File: src/hw/rtl/rrsp_pkg.sv
`timescale 1ns / 1ps
package rrsp_pkg;

	localparam int LEN_BITS = 32;

	localparam int TQ_DEPTH = 4;
	localparam int TQ_AW    = $clog2(TQ_DEPTH);
	localparam int OQ_DEPTH = 4;
	localparam int OQ_AW    = $clog2(OQ_DEPTH);

	localparam logic [7:0] CH_PLUS   = 8'h2B;
	localparam logic [7:0] CH_MINUS  = 8'h2D;
	localparam logic [7:0] CH_COLON  = 8'h3A;
	localparam logic [7:0] CH_DOLLAR = 8'h24;
	localparam logic [7:0] CH_CR     = 8'h0D;
	localparam logic [7:0] CH_LF     = 8'h0A;
	localparam logic [7:0] CH_SPACE  = 8'h20;
	localparam logic [7:0] CH_TAB    = 8'h09;
	localparam logic [7:0] CH_ZERO   = 8'h30;
	localparam logic [7:0] CH_NINE   = 8'h39;

	localparam logic [2:0] K_STATUS = 3'd0;
	localparam logic [2:0] K_ERROR  = 3'd1;
	localparam logic [2:0] K_INT    = 3'd2;
	localparam logic [2:0] K_BULK   = 3'd3;
	localparam logic [2:0] K_NULL   = 3'd4;
	localparam logic [2:0] K_PROTO  = 3'd5;

	localparam logic [2:0] E_NONE     = 3'd0;
	localparam logic [2:0] E_KIND     = 3'd1;
	localparam logic [2:0] E_NO_DIGIT = 3'd2;
	localparam logic [2:0] E_OVERFLOW = 3'd3;
	localparam logic [2:0] E_BAD_LEN  = 3'd4;

	typedef struct packed {
		logic [7:0] data;
		logic       is_cr;
		logic       is_lf;
		logic       is_ws;
		logic       is_digit;
		logic [3:0] digit;
		logic       is_plus;
		logic       is_minus;
		logic       is_colon;
		logic       is_dollar;
	} tok_t;

	typedef struct packed {
		logic [2:0]        kind;
		logic              has_byte;
		logic [7:0]        data;
		logic signed [63:0] number;
		logic [2:0]        cause;
		logic              last;
	} res_t;

	typedef struct packed {
		logic v0;
		logic v1;
		res_t r0;
		res_t r1;
	} oq_wr_t;

endpackage

File: src/hw/rtl/rrsp_front.sv
`timescale 1ns / 1ps
module rrsp_front import rrsp_pkg::*; (
	input  logic       clk,
	input  logic       arst_n,
	input  logic [7:0] rx_byte,
	input  logic       push,
	output logic       full,
	output logic       tok_valid,
	output tok_t       tok,
	input  logic       tok_take
);

	tok_t              cls;
	tok_t              mem_q [TQ_DEPTH];
	logic [TQ_AW-1:0]  wp_q;
	logic [TQ_AW-1:0]  rp_q;
	logic [TQ_AW:0]    cnt_q;
	logic              wr;
	logic              rd;

	always_comb begin
		cls           = '0;
		cls.data      = rx_byte;
		cls.is_cr     = (rx_byte == CH_CR);
		cls.is_lf     = (rx_byte == CH_LF);
		cls.is_ws     = (rx_byte == CH_SPACE) || (rx_byte >= CH_TAB && rx_byte <= CH_CR);
		cls.is_digit  = (rx_byte >= CH_ZERO) && (rx_byte <= CH_NINE);
		cls.digit     = 4'(rx_byte - CH_ZERO);
		cls.is_plus   = (rx_byte == CH_PLUS);
		cls.is_minus  = (rx_byte == CH_MINUS);
		cls.is_colon  = (rx_byte == CH_COLON);
		cls.is_dollar = (rx_byte == CH_DOLLAR);
	end

	assign full      = (cnt_q == (TQ_AW+1)'(TQ_DEPTH));
	assign tok_valid = (cnt_q != '0);
	assign tok       = mem_q[rp_q];
	assign wr        = push && !full;
	assign rd        = tok_take && tok_valid;

	always_ff @(posedge clk) begin
		if (wr) begin
			mem_q[wp_q] <= cls;
		end
	end

	always_ff @(posedge clk or negedge arst_n) begin
		if (!arst_n) begin
			wp_q  <= '0;
			rp_q  <= '0;
			cnt_q <= '0;
		end else begin
			if (wr) begin
				wp_q <= wp_q + 1'b1;
			end
			if (rd) begin
				rp_q <= rp_q + 1'b1;
			end
			cnt_q <= cnt_q + (TQ_AW+1)'(wr) - (TQ_AW+1)'(rd);
		end
	end

endmodule

File: src/hw/rtl/rrsp_back.sv
`timescale 1ns / 1ps
module rrsp_back import rrsp_pkg::*; (
	input  logic   clk,
	input  logic   arst_n,
	input  logic   tok_valid,
	input  tok_t   tok,
	output logic   tok_take,
	input  logic   room,
	output oq_wr_t wr
);

	localparam logic [2:0] PH_KIND  = 3'd0;
	localparam logic [2:0] PH_TEXT  = 3'd1;
	localparam logic [2:0] PH_LEAD  = 3'd2;
	localparam logic [2:0] PH_BODY  = 3'd3;
	localparam logic [2:0] PH_DATA  = 3'd4;
	localparam logic [2:0] PH_TRAIL = 3'd5;
	localparam logic [2:0] PH_DROP  = 3'd6;

	localparam logic [63:0] LIM_POS = 64'h7FFF_FFFF_FFFF_FFFF;
	localparam logic [63:0] LIM_NEG = 64'h8000_0000_0000_0000;

	logic [2:0]          phase_q, phase_n;
	logic [2:0]          kind_q, kind_n;
	logic                held_cr_q, held_cr_n;
	logic [63:0]         mag_q, mag_n;
	logic                neg_q, neg_n;
	logic                seen_q, seen_n;
	logic                ended_q, ended_n;
	logic                ovf_q, ovf_n;
	logic [LEN_BITS-1:0] left_q, left_n;
	logic                trail_q, trail_n;

	logic [67:0] prod;
	logic [63:0] limit;
	logic        dig_ovf;
	logic [63:0] value;

	function automatic res_t mk_res(logic [2:0] kind, logic has, logic [7:0] data,
		logic [63:0] num, logic [2:0] cause);
		res_t r;
		r.kind     = kind;
		r.has_byte = has;
		r.data     = data;
		r.number   = num;
		r.cause    = cause;
		r.last     = !has;
		return r;
	endfunction

	assign tok_take = tok_valid && room;

	always_comb begin
		limit   = neg_q ? LIM_NEG : LIM_POS;
		prod    = ({4'b0, mag_q} << 3) + ({4'b0, mag_q} << 1) + 68'(tok.digit);
		dig_ovf = prod > {4'b0, limit};
		value   = neg_q ? (64'd0 - mag_q) : mag_q;
	end

	always_comb begin
		phase_n   = phase_q;
		kind_n    = kind_q;
		held_cr_n = held_cr_q;
		mag_n     = mag_q;
		neg_n     = neg_q;
		seen_n    = seen_q;
		ended_n   = ended_q;
		ovf_n     = ovf_q;
		left_n    = left_q;
		trail_n   = trail_q;
		wr        = '0;

		unique case (phase_q)
			PH_TEXT, PH_LEAD, PH_BODY, PH_DROP: begin
				if (held_cr_q && tok.is_lf) begin
					held_cr_n = 1'b0;
					phase_n   = PH_KIND;
					if (phase_q == PH_TEXT) begin
						wr.v0 = 1'b1;
						wr.r0 = mk_res(kind_q, 1'b0, 8'd0, 64'd0, E_NONE);
					end else if (phase_q == PH_LEAD || phase_q == PH_BODY) begin
						wr.v0 = 1'b1;
						if (!seen_q) begin
							wr.r0 = mk_res(K_PROTO, 1'b0, 8'd0, 64'd0, E_NO_DIGIT);
						end else if (ovf_q) begin
							wr.r0 = mk_res(K_PROTO, 1'b0, 8'd0, 64'd0,
								(kind_q == K_BULK && neg_q) ? E_BAD_LEN : E_OVERFLOW);
						end else if (kind_q == K_INT) begin
							wr.r0 = mk_res(K_INT, 1'b0, 8'd0, value, E_NONE);
						end else if (neg_q && mag_q == 64'd1) begin
							wr.r0 = mk_res(K_NULL, 1'b0, 8'd0, value, E_NONE);
						end else if ((neg_q && mag_q != 64'd0) || (|mag_q[63:LEN_BITS])) begin
							wr.r0 = mk_res(K_PROTO, 1'b0, 8'd0, 64'd0, E_BAD_LEN);
						end else begin
							wr.v0   = 1'b0;
							neg_n   = 1'b0;
							left_n  = mag_q[LEN_BITS-1:0];
							trail_n = 1'b0;
							phase_n = (mag_q == 64'd0) ? PH_TRAIL : PH_DATA;
						end
					end
				end else begin
					held_cr_n = tok.is_cr;
					if (phase_q == PH_TEXT) begin
						if (held_cr_q) begin
							wr.v0 = 1'b1;
							wr.r0 = mk_res(kind_q, 1'b1, CH_CR, 64'd0, E_NONE);
							if (!tok.is_cr) begin
								wr.v1 = 1'b1;
								wr.r1 = mk_res(kind_q, 1'b1, tok.data, 64'd0, E_NONE);
							end
						end else if (!tok.is_cr) begin
							wr.v0 = 1'b1;
							wr.r0 = mk_res(kind_q, 1'b1, tok.data, 64'd0, E_NONE);
						end
					end else if (phase_q == PH_LEAD) begin
						if (!tok.is_cr && !tok.is_ws) begin
							phase_n = PH_BODY;
							if (tok.is_minus) begin
								neg_n = 1'b1;
							end else if (tok.is_digit) begin
								seen_n = 1'b1;
								if (dig_ovf) begin
									ovf_n = 1'b1;
								end else begin
									mag_n = prod[63:0];
								end
							end else if (!tok.is_plus) begin
								ended_n = 1'b1;
							end
						end
					end else if (phase_q == PH_BODY) begin
						if (held_cr_q) begin
							ended_n = 1'b1;
						end else if (!tok.is_cr && !ended_q) begin
							if (tok.is_digit) begin
								seen_n = 1'b1;
								if (!ovf_q) begin
									if (dig_ovf) begin
										ovf_n = 1'b1;
									end else begin
										mag_n = prod[63:0];
									end
								end
							end else begin
								ended_n = 1'b1;
							end
						end
					end
				end
			end
			PH_DATA: begin
				wr.v0  = 1'b1;
				wr.r0  = mk_res(K_BULK, 1'b1, tok.data, 64'd0, E_NONE);
				left_n = left_q - 1'b1;
				if (left_q == LEN_BITS'(1)) begin
					phase_n = PH_TRAIL;
					trail_n = 1'b0;
				end
			end
			PH_TRAIL: begin
				if (!trail_q) begin
					trail_n = 1'b1;
				end else begin
					trail_n = 1'b0;
					phase_n = PH_KIND;
					wr.v0   = 1'b1;
					wr.r0   = mk_res(K_BULK, 1'b0, 8'd0, mag_q, E_NONE);
				end
			end
			default: begin
				held_cr_n = 1'b0;
				mag_n     = '0;
				neg_n     = 1'b0;
				seen_n    = 1'b0;
				ended_n   = 1'b0;
				ovf_n     = 1'b0;
				left_n    = '0;
				trail_n   = 1'b0;
				priority if (tok.is_plus) begin
					kind_n  = K_STATUS;
					phase_n = PH_TEXT;
				end else if (tok.is_minus) begin
					kind_n  = K_ERROR;
					phase_n = PH_TEXT;
				end else if (tok.is_colon) begin
					kind_n  = K_INT;
					phase_n = PH_LEAD;
				end else if (tok.is_dollar) begin
					kind_n  = K_BULK;
					phase_n = PH_LEAD;
				end else begin
					kind_n    = K_STATUS;
					phase_n   = PH_DROP;
					held_cr_n = tok.is_cr;
					wr.v0     = 1'b1;
					wr.r0     = mk_res(K_PROTO, 1'b0, 8'd0, 64'd0, E_KIND);
				end
			end
		endcase

		if (!tok_take) begin
			wr.v0 = 1'b0;
			wr.v1 = 1'b0;
		end
	end

	always_ff @(posedge clk or negedge arst_n) begin
		if (!arst_n) begin
			phase_q   <= PH_KIND;
			kind_q    <= K_STATUS;
			held_cr_q <= 1'b0;
			mag_q     <= '0;
			neg_q     <= 1'b0;
			seen_q    <= 1'b0;
			ended_q   <= 1'b0;
			ovf_q     <= 1'b0;
			left_q    <= '0;
			trail_q   <= 1'b0;
		end else if (tok_take) begin
			phase_q   <= phase_n;
			kind_q    <= kind_n;
			held_cr_q <= held_cr_n;
			mag_q     <= mag_n;
			neg_q     <= neg_n;
			seen_q    <= seen_n;
			ended_q   <= ended_n;
			ovf_q     <= ovf_n;
			left_q    <= left_n;
			trail_q   <= trail_n;
		end
	end

`ifndef SYNTHESIS
	a_data_left: assert property (@(posedge clk) disable iff (!arst_n)
		phase_q == PH_DATA |-> left_q != '0)
		else $error("bulk payload phase with no bytes left");
	a_held_cr_phase: assert property (@(posedge clk) disable iff (!arst_n)
		held_cr_q |-> (phase_q == PH_TEXT || phase_q == PH_LEAD ||
			phase_q == PH_BODY || phase_q == PH_DROP))
		else $error("held CR outside a line phase");
	a_trail_done: assert property (@(posedge clk) disable iff (!arst_n)
		tok_take && phase_q == PH_TRAIL && trail_q |=> phase_q == PH_KIND)
		else $error("bulk trailer did not return to kind phase");
`endif

endmodule

File: src/hw/rtl/rrsp_outq.sv
`timescale 1ns / 1ps
module rrsp_outq import rrsp_pkg::*; (
	input  logic   clk,
	input  logic   arst_n,
	input  oq_wr_t wr,
	output logic   room,
	output logic   empty,
	output res_t   head,
	input  logic   pop
);

	res_t             mem_q [OQ_DEPTH];
	logic [OQ_AW-1:0] wp_q;
	logic [OQ_AW-1:0] rp_q;
	logic [OQ_AW:0]   cnt_q;
	logic [OQ_AW-1:0] wp1;
	logic             rd;
	logic [OQ_AW:0]   n_wr;

	assign room  = (cnt_q <= (OQ_AW+1)'(OQ_DEPTH - 2));
	assign empty = (cnt_q == '0);
	assign head  = mem_q[rp_q];
	assign rd    = pop && !empty;
	assign wp1   = wp_q + 1'b1;
	assign n_wr  = (OQ_AW+1)'(wr.v0) + (OQ_AW+1)'(wr.v1);

	always_ff @(posedge clk) begin
		if (wr.v0) begin
			mem_q[wp_q] <= wr.r0;
		end
		if (wr.v1) begin
			mem_q[wp1] <= wr.r1;
		end
	end

	always_ff @(posedge clk or negedge arst_n) begin
		if (!arst_n) begin
			wp_q  <= '0;
			rp_q  <= '0;
			cnt_q <= '0;
		end else begin
			wp_q  <= wp_q + OQ_AW'(n_wr);
			if (rd) begin
				rp_q <= rp_q + 1'b1;
			end
			cnt_q <= cnt_q + n_wr - (OQ_AW+1)'(rd);
		end
	end

`ifndef SYNTHESIS
	a_no_overrun: assert property (@(posedge clk) disable iff (!arst_n)
		(wr.v0 || wr.v1) |-> cnt_q <= (OQ_AW+1)'(OQ_DEPTH - 2))
		else $error("result write without room");
	a_pair_order: assert property (@(posedge clk) disable iff (!arst_n)
		wr.v1 |-> wr.v0)
		else $error("second result slot written alone");
`endif

endmodule

File: src/hw/rtl/resp_reply_stream_parser.sv
`timescale 1ns / 1ps
// Channel   Direction  Handshake        Words
// input     in         push / full      rx_byte
// result    out        empty / pop      reply_kind, has_byte, data_byte, number,
//                                       error_cause, last
//
// One byte is taken per cycle unless full; each byte leaves zero, one or two result words.
// The parser loop handles one byte per cycle while the result queue has two free entries.
// Words pass from the byte queue through the parser into the result queue, which drains one word per cycle.
// Reset clears both queues and puts the parser in front of a new reply.
// full rises only when the four-entry byte queue is full; the parser waits while the
// result queue has fewer than two free entries.
module resp_reply_stream_parser import rrsp_pkg::*; (
	input  logic               clk,
	input  logic               arst_n,
	input  logic [7:0]         rx_byte,
	input  logic               push,
	output logic               full,
	output logic [2:0]         reply_kind,
	output logic               has_byte,
	output logic [7:0]         data_byte,
	output logic signed [63:0] number,
	output logic [2:0]         error_cause,
	output logic               last,
	output logic               empty,
	input  logic               pop
);

	tok_t   tok;
	logic   tok_valid;
	logic   tok_take;
	logic   room;
	oq_wr_t wr;
	res_t   head;

	rrsp_front u_front (
		.clk       (clk),
		.arst_n    (arst_n),
		.rx_byte   (rx_byte),
		.push      (push),
		.full      (full),
		.tok_valid (tok_valid),
		.tok       (tok),
		.tok_take  (tok_take)
	);

	rrsp_back u_back (
		.clk       (clk),
		.arst_n    (arst_n),
		.tok_valid (tok_valid),
		.tok       (tok),
		.tok_take  (tok_take),
		.room      (room),
		.wr        (wr)
	);

	rrsp_outq u_outq (
		.clk    (clk),
		.arst_n (arst_n),
		.wr     (wr),
		.room   (room),
		.empty  (empty),
		.head   (head),
		.pop    (pop)
	);

	assign reply_kind  = head.kind;
	assign has_byte    = head.has_byte;
	assign data_byte   = head.data;
	assign number      = head.number;
	assign error_cause = head.cause;
	assign last        = head.last;

endmodule
File: config.mk
export PLATFORM = sky130hd
export DESIGN_NAME = resp_reply_stream_parser
export DESIGN_NICKNAME = d
export VERILOG_FILES = /design/src/hw/rtl/rrsp_pkg.sv /design/src/hw/rtl/rrsp_front.sv /design/src/hw/rtl/rrsp_back.sv /design/src/hw/rtl/rrsp_outq.sv /design/src/hw/rtl/resp_reply_stream_parser.sv
export SDC_FILE = /design/constraint.sdc
export NUM_CORES = 1
export LEC_CHECK = 0
export ABC_AREA = 1
export ABC_CLOCK_PERIOD_IN_PS = 7250
export BUFFER_PORTS_ARGS = -buffer_cell sky130_fd_sc_hd__buf_2
export CAP_MARGIN = 10
export CORE_MARGIN = 8
export CORE_UTILIZATION = 60
export CTS_CLUSTER_SIZE = 16
export DETAILED_ROUTE_END_ITERATION = 16
export HOLD_SLACK_MARGIN = 0.03
export PLACE_DENSITY = 0.77
export SLEW_MARGIN = 20
export SYNTH_ARGS = -nofsm -noshare
export SYNTH_HDL_FRONTEND = slang
export SYNTH_HIERARCHICAL = 1
export SYNTH_SLANG_ARGS = --single-unit
File: constraint.sdc
create_clock -name clk -period 7.25 [get_ports clk]
set_input_delay 0.3625 -clock clk [delete_from_list [all_inputs] [get_ports clk]]
set_output_delay 0.3625 -clock clk [all_outputs]
set_load 0.05 [all_outputs]
==> metrics.yaml, run 1 <==
sta:
  rsz0062_at_grt: "no"
  hold_viol: 0
  min_period_ns: 6.03
  drv_slew: 0
  period_share_pct: 83.2
  setup_slack_ns: 1.22
  worst_pin_slew_ns: 1.04
  setup_viol_count_final: 0
  max_clock_freq_mhz: 166
  fin_setup_tns_ns: 0
  finClkSkew_ns: 0.0371
  max_slew_margin_pct: 31.0
worst_setup_path:
  critPathMaxFanout: 76
  critPathRequiredTime_ns: 7.73
  slowest_stage: "fa_1"
  critPathKind: "reg -> reg"
  cp-startpoint: "u_front/rp_q[0]$_DFFE_PN0P_"
  max_stage_delay_ns: 0.60
  r2r_slack_ns: 1.22
  rr_worst_depth: 35
  r2r-start: "u_front/rp_q[0]$_DFFE_PN0P_"
  critPathCapture: "u_back/mag_q[28]$_DFFE_PN0P_"
  start_kind: "flip-flop"
  end_kind: "flip-flop"
  critPathArrivalTime_ns: 6.52
  rr_endpoint: "u_back/mag_q[28]$_DFFE_PN0P_"
  cpMostUsedCell: "nand2_1"
detailed_routing:
  wirelength_um: 98900
  num_vias: 31900
  drc_errors: 0
  routedWlPerCell_um: 17.4
  ant_nets: 0
  drtIter0Drc: 3084
  viasPerCell: 5.62
  drt-pass1-iter-count: 6
final_layout:
  fin_area_um2: 38200
  final_common_cell: "nand2_1"
  layout_common_cells: "nand2_1, inv_1, o21ai_0"
  drive_above_1_share_pct: 5.75
  nets: 5082
  seq_area_um2: 14600
  fillCellCount: 5179
  area_growth_pct: 6.65
  diodes: 0
  multiInputGateArea_um2: 17800
power:
  p_sw_share_pct: 48.1
  combPwrFrac_pct: 49.9
  power_density_nw_per_um2: 358
  net-switching-power_mw: 6.59
  internal-power_mw: 7.11
  clkPwrFrac_pct: 20.7
  peakVddDrop_mv: 0.517
  finalPower_mw: 13.7
  leakagePower_nw: 17.4
  pwr-share-seq_pct: 29.4
die:
  dieArea_um2: 67800
  pin_count: 94
  fp.dieW_um: 260
  start_util_pct: 60.8
  core_area_um2: 59000
  rows: 89
  die_y_um: 260
status:
  status: "finished, final reports clean"
clock_tree:
  hold_buffers: 6
  cts_tree: "yes"
  clk_path_buf_depth: 3
  post_cts_buffers: 0
  post_cts_resized: 0
  clk-insertion-delay-late_ns: 0.63
  clk_pin_slew_worst_paths_ns: 0.06
  cts_sinks: 505
  cts_htree_levels: 2
  cts_root_buffer: "clkbuf_16"
  cts_made_buffers: 54
yosys:
  synth_edf_count: 384
  avgSynthCellArea_um2: 7.38
  syn_inst: 4862
  async_flop_share_pct: 24.0
  ys_ff_latch: 505
  netlist_area_um2: 35900
  ys.flop_type: "edfxtp_1"
  yosysUniqueCellTypes: 60
  ys_warn_count: 6
  seq_area_frac_synth_pct: 40.6
grt:
  grt_use_total_pct: 28.6
  antenna_found_initial: 0
  grt_pass1_wl_um: 156000
  overflow: 0
  grt_pass1_vias: 29100
  grt_max_degree: 223
placed_design:
  dpl-instance-area_um2: 36400
  portBuffers: 93
  place_congestion: 0.985
  place_ws_ns: 1.26
  hpwlAfterDp_um: 69700
run:
  maxCapViolCount: 0
worst_hold_path:
  worstHoldPathType: "in -> reg"
-- stage by stage --
step	std cells	hold slack (ns)	utilization, %
floorplan	4930	0.0669	-
global placement	5571	0.375	61.6
detailed placement	5571	0.372	61.6
CTS	5678	0.0423	64.8
global route	5678	0.0541	64.8
finish	5678	0.0728	64.8
-- per-layer routing --
layer	wire length, um	up-vias	track usage, %
met5	0	-	0
met4	2680	0	8.13
met3	8760	172	4.02
met2	44600	1209	45.7
met1	42800	14700	40.6
li1	-	15800	-
-- cell type report --
type,count,share of cell area [%]
clock buffers,77,4.02
clock inverters,24,0.762
inverters,604,5.96
multi-input cells,3560,46.4
flip-flops and latches,505,38.1
well taps,773,2.53
repair buffers,135,2.20
-- synth_stat cells, types with 70 or more instances --
cell type / count / area (um2)
inv_1: 592 / 2220
o21ai_0: 533 / 2670
dfrtp_1: 121 / 3030
clkbuf_1: 70 / 263
buf_4: 93 / 698
ha_1: 206 / 2580
nand2_1: 1403 / 5270
nand3_1: 116 / 581
a21oi_1: 186 / 931
edfxtp_1: 384 / 11500
nor2_1: 532 / 2000
o21ai_1: 151 / 756
-- power groups by stage --
| stage | combinational, mW | clock [mW] | sequential (mW) |
|---|---|---|---|
| CTS | 6.81 | 2.87 | 4.02 |
| floorplan | 5.33 | 0 | 3.93 |
| global route | 7.58 | 2.99 | 4.08 |
| detailed placement | 6.78 | 0 | 4.07 |
| finish | 6.84 | 2.84 | 4.03 |
| global placement | 6.68 | 0 | 4.06 |
-- how the worst min path moves through the flow --
| stage | startpoint | end | slack, ns | depth (start not counted) |
|---|---|---|---|---|
| 4_1_cts | pop | u_outq/rp_q[0]$_DFFE_PN0P_ | 0.04 | 3 |
| 3_3_place_gp | arst_n | u_back/mag_q[6]$_DFFE_PN0P_ | 0.38 | 1 |
| 3_5_place_dp | arst_n | u_back/mag_q[9]$_DFFE_PN0P_ | 0.37 | 1 |
| 2_1_floorplan | arst_n | u_back/ended_q$_DFFE_PN0P_ | 0.07 | 0 |
| 5_1_grt | rx_byte[3] | u_front/mem_q[2][15]$_DFFE_PP_ | 0.05 | 1 |
| 6_report | pop | u_outq/rp_q[0]$_DFFE_PN0P_ | 0.07 | 3 |
-- registers in the layout, indices dropped and copies added, names as in the netlist, 2 cells and up --
name	flops
u_outq/mem_q	320
u_back/mag_q	64
u_outq/wp_q	2
u_front/cnt_q	3
u_outq/cnt_q	3
u_back/phase_q	3
u_front/mem_q	64
u_outq/rp_q	2
u_back/left_q	32
u_front/wp_q	2
u_back/kind_q	2
u_front/rp_q	2
-- critical path: cells and delay by family, from the launching register on --
kind	cells	cell delay (ns)
AO/OA/AOI/OAI	2	0.23
adder cells (fa/ha/maj)	3	1.32
buffers and inverters	6	0.83
flip-flops	1	0.44
AND/OR/NAND/NOR	24	3.00
-- cells by family (layout without fill, tap and decap cells) --
| group | count (synthesis) | count (layout) | share of synthesized area, % |
|---|---|---|---|
| other | 1 | 69 | 0.0105 |
| AND/OR/NAND/NOR | 2200 | 2200 | 24.6 |
| flip-flops | 505 | 505 | 40.6 |
| AO/OA/AOI/OAI | 1010 | 1010 | 14.9 |
| adder cells (fa/ha/maj) | 210 | 210 | 7.41 |
| XOR/XNOR | 71 | 71 | 1.73 |
| buffers and inverters | 865 | 840 | 10.8 |
No activity file was read; power rests on OpenSTA's default activity.
==> run 2: changes to the inputs <==
--- a/config.mk
+++ b/config.mk
@@ -5,8 +5,8 @@
 export SDC_FILE = /design/constraint.sdc
 export NUM_CORES = 1
 export LEC_CHECK = 0
-export ABC_AREA = 1
-export ABC_CLOCK_PERIOD_IN_PS = 7250
+export ABC_AREA = 0
+export ABC_CLOCK_PERIOD_IN_PS = 6100
 export BUFFER_PORTS_ARGS = -buffer_cell sky130_fd_sc_hd__buf_2
 export CAP_MARGIN = 10
 export CORE_MARGIN = 8
==> constraint.sdc (replaced) <==
create_clock -name clk -period 6.1 [get_ports clk]
set_input_delay 0.305 -clock clk [delete_from_list [all_inputs] [get_ports clk]]
set_output_delay 0.305 -clock clk [all_outputs]
set_load 0.05 [all_outputs]
==> run 2 against run 1 <==
The flow now finishes with violations (negative setup slack). Synthesized area decreased by 5.2%. Maximum frequency is 15% lower. Setup slack worse by 2.2 ns. Synthesized cell count decreased by 38%. Worst hold slack better by 0.10 ns. Wire length increased by 4.3%. Cell count decreased by 26%. Critical path depth down 5. Largest cell class unchanged.
==> metrics.yaml, run 2 <==
final_layout:
  fin_area_um2: 40300  # was 38200 um2
  final_common_cell: "buf_4"  # was nand2_1
  top_regs: "u_outq/mem_q (320), u_back/mag_q (64), u_front/mem_q (64)"  # unchanged
  largest_reg_flops: 320  # unchanged
  nets: 3641  # was 5082
  area_growth_pct: 18.5  # was 6.65%
  fillCellCount: 3777  # was 5179
  drive_above_1_share_pct: 33.2  # was 5.75%
  regMostFlops: "u_outq/mem_q"  # unchanged
  layout_common_cells: "buf_4, edfxtp_1, mux2_2"  # was nand2_1, inv_1, o21ai_0
detailed_routing:
  routedWlPerCell_um: 24.4  # was 17.4 um
  num_vias: 27800  # was 31.9k
  drt-pass1-iter-count: 6  # unchanged
  wirelength_um: 103000  # was 98900 um
  ant_nets: 0  # unchanged
  viasPerCell: 6.59  # was 5.62
  drc_errors: 0  # unchanged
  drtIter0Drc: 3079  # was 3084
worst_setup_path:
  rr_endpoint: "u_back/mag_q[61]$_DFFE_PN0P_"  # was u_back/mag_q[28]$_DFFE_PN0P_
  start_kind: "flip-flop"  # unchanged
  crit_family: "simple AND/OR/NAND/NOR gates"  # unchanged
  r2r_slack_ns: -1.01  # was 1.22 ns
  cpMostUsedCell: "buf_4"  # was nand2_1
  critPathKind: "reg -> reg"  # unchanged
  r2r-start: "u_front/rp_q[0]$_DFFE_PN0P_"  # unchanged
  critPathArrivalTime_ns: 7.63  # was 6.52 ns
  critPathRequiredTime_ns: 6.62  # was 7.73 ns
  cp-startpoint: "u_front/rp_q[0]$_DFFE_PN0P_"  # unchanged
  critPathMaxFanout: 7  # was 76
  max_stage_delay_ns: 0.55  # was 0.60 ns
  end_kind: "flip-flop"  # unchanged
  slowest_stage: "mux4_2"  # was fa_1
  rr_worst_depth: 30  # was 35
  crit_cells: 30  # was 35
  path_buf_inv: 6  # unchanged
worst_hold_path:
  min_from: "push"  # was pop
  worstHoldPathType: "in -> reg"  # unchanged
  min_to: "u_front/wp_q[0]$_DFFE_PN0P_"  # was u_outq/rp_q[0]$_DFFE_PN0P_
  whs_path_depth: 3  # unchanged
clock_tree:
  cts_sinks: 505  # unchanged
  cts_htree_levels: 2  # unchanged
  cts_tree: "yes"  # unchanged
  clk_path_buf_depth: 3  # unchanged
  cts_root_buffer: "clkbuf_16"  # unchanged
  clk-insertion-delay-late_ns: 0.63  # about the same
  clk_pin_slew_worst_paths_ns: 0.06  # about the same
  cts_made_buffers: 55  # was 54
power:
  peakVddDrop_mv: 0.376  # was 0.517 mV
  power_density_nw_per_um2: 393  # was 358 nW/um2
  leakagePower_nw: 17.3  # was 17.4 nW
  finalPower_mw: 15.8  # was 13.7 mW
yosys:
  avgSynthCellArea_um2: 11.3  # was 7.38 um2
  synthTopCellsByCount: "edfxtp_1, mux2_2, o21ai_0"  # was nand2_1, inv_1, o21ai_0
  syn_inst: 3013  # was 4862
  netlist_area_um2: 34000  # was 35900 um2
  yosysUniqueCellTypes: 90  # was 60
  synth_area_leaders: "edfxtp_1, dfrtp_1, mux2_2"  # was edfxtp_1, nand2_1, dfrtp_1
  async_flop_share_pct: 24.0  # unchanged
  ys_warn_count: 6  # unchanged
  ys.flop_type: "edfxtp_1"  # unchanged
  yosys.area.top_type: "edfxtp_1"  # unchanged
  seq_area_frac_synth_pct: 42.8  # was 40.6%
  post-synth-top-area-fraction_pct: 33.9  # was 32.2%
  synth_edf_count: 384  # unchanged
  yosysMostFrequentCell: "edfxtp_1"  # was nand2_1
  ys_ff_latch: 505  # unchanged
die:
  start_util_pct: 60.5  # was 60.8%
  fp.dieW_um: 254  # was 260 um
  pin_count: 94  # unchanged
  rows: 87  # was 89
  die_y_um: 254  # was 260 um
  core_area_um2: 56200  # was 59000 um2
  dieArea_um2: 64500  # was 67800 um2
status:
  status: "finished with violations"  # was finished, final reports clean
  failed_checks: "negative setup slack"
placed_design:
  place_congestion: 0.992  # was 0.985
  portBuffers: 93  # unchanged
  dpl-instance-area_um2: 37800  # was 36400 um2
  place_ws_ns: -1.13  # was 1.26 ns
  hpwlAfterDp_um: 70100  # was 69700 um
sta:
  max_clock_freq_mhz: 141  # was 166 MHz
  setup_viol_count_final: 65  # was 0
  rsz0062_at_grt: "yes"  # was no
  setup_slack_ns: -1.01  # was 1.22 ns
  period_share_pct: 117  # was 83.2%
  worst_pin_slew_ns: 1.17  # was 1.04 ns
  fin_setup_tns_ns: -63.51  # was 0 ns
  finClkSkew_ns: 0.0366  # was 0.0371 ns
  hold_viol: 0  # unchanged
  min_period_ns: 7.11  # was 6.03 ns
  max_slew_margin_pct: 20.1  # was 31.0%
  drv_slew: 0  # unchanged
  whs_ns: 0.173  # was 0.0728 ns
grt:
  grt_pass1_wl_um: 158000  # was 156000 um
  grt_pass1_vias: 27800  # was 29.1k
  overflow: 0  # unchanged
  grt_max_degree: 71  # was 223
  grt_use_total_pct: 31.0  # was 28.6%
  antenna_found_initial: 1  # was 0
run:
  maxCapViolCount: 0  # unchanged
## run 2: logic make-up (layout without fill, tap and decap cells)
group,after synthesis,in the layout,share of synthesized area (%)
compound gates,777,777,14.0
simple gates,719,719,10.5
flops,505,505,42.8
mux,420,420,18.0
buf+inv,310,694,5.09
fa+ha+maj,210,210,7.82
xor+xnor,71,71,1.83
other cells,1,71,0.0110
## run 2: layer usage
layer	vias to the layer above	wire, um	global-route usage [%]
met3	256	9130	4.38
met2	1506	49500	52.0
met4	2	3120	9.76
li1	12300	-	-
met5	-	18	0
met1	13800	41300	41.6
## run 2: repair_timing
item                                    in CTS  in global routing
hold buffers                                10                  0
gates resized for setup                     21                 23
pin swaps                                   22                 28
setup buffers                                8                  4
cloned                                       1                  5
hold endpoints to repair                    84                  0
endpoints found under the setup margin      65                 65
## run 2: power by group
| part | internal (mW) | switching (mW) |
|---|---|---|
| Combinational | 2.56 | 4.86 |
| Clock | 2.08 | 1.44 |
| Sequential | 4.36 | 0.504 |
## run 2: worst max-delay path by stage
| stage | endpoint |
|---|---|
| detailed placement | u_back/mag_q[29]$_DFFE_PN0P_ |
| finish | u_back/mag_q[61]$_DFFE_PN0P_ |
| CTS | u_back/mag_q[61]$_DFFE_PN0P_ |
| global placement | u_back/mag_q[32]$_DFFE_PN0P_ |
| global route | u_back/mag_q[25]$_DFFE_PN0P_ |
| floorplan | u_outq/mem_q[0][0]$_DFFE_PP_ |
## run 2: worst reg2reg max path, delay by kind of cell, from the launching register on
kind                     cells  cell delay, ns
buffers and inverters        6            0.87
adder cells (fa/ha/maj)      4            1.13
flip-flops                   1            0.37
AO/OA/AOI/OAI               10            1.80
AND/OR/NAND/NOR              8            2.13
multiplexers                 1            0.55
XOR/XNOR                     1            0.15
## run 2: per-stage QoR
step                util, %  instances
CTS                    71.2       4212
global placement       67.3       4090
detailed placement     67.3       4090
global route           71.7       4221
floorplan                 -       3081
finish                 71.7       4223
## run 2: area by class of cell
type                    count  area, um2  share of cell area, %
multi-input cells        2266      18600                   46.2
flip-flops and latches    505      14600                   36.2
repair buffers            527       4020                   9.98
clock buffers              67       1450                   3.60
well taps                 756        946                   2.35
clock inverters            36        450                   1.12
inverters                  64        240                  0.597
diodes                      2       5.00                 0.0124
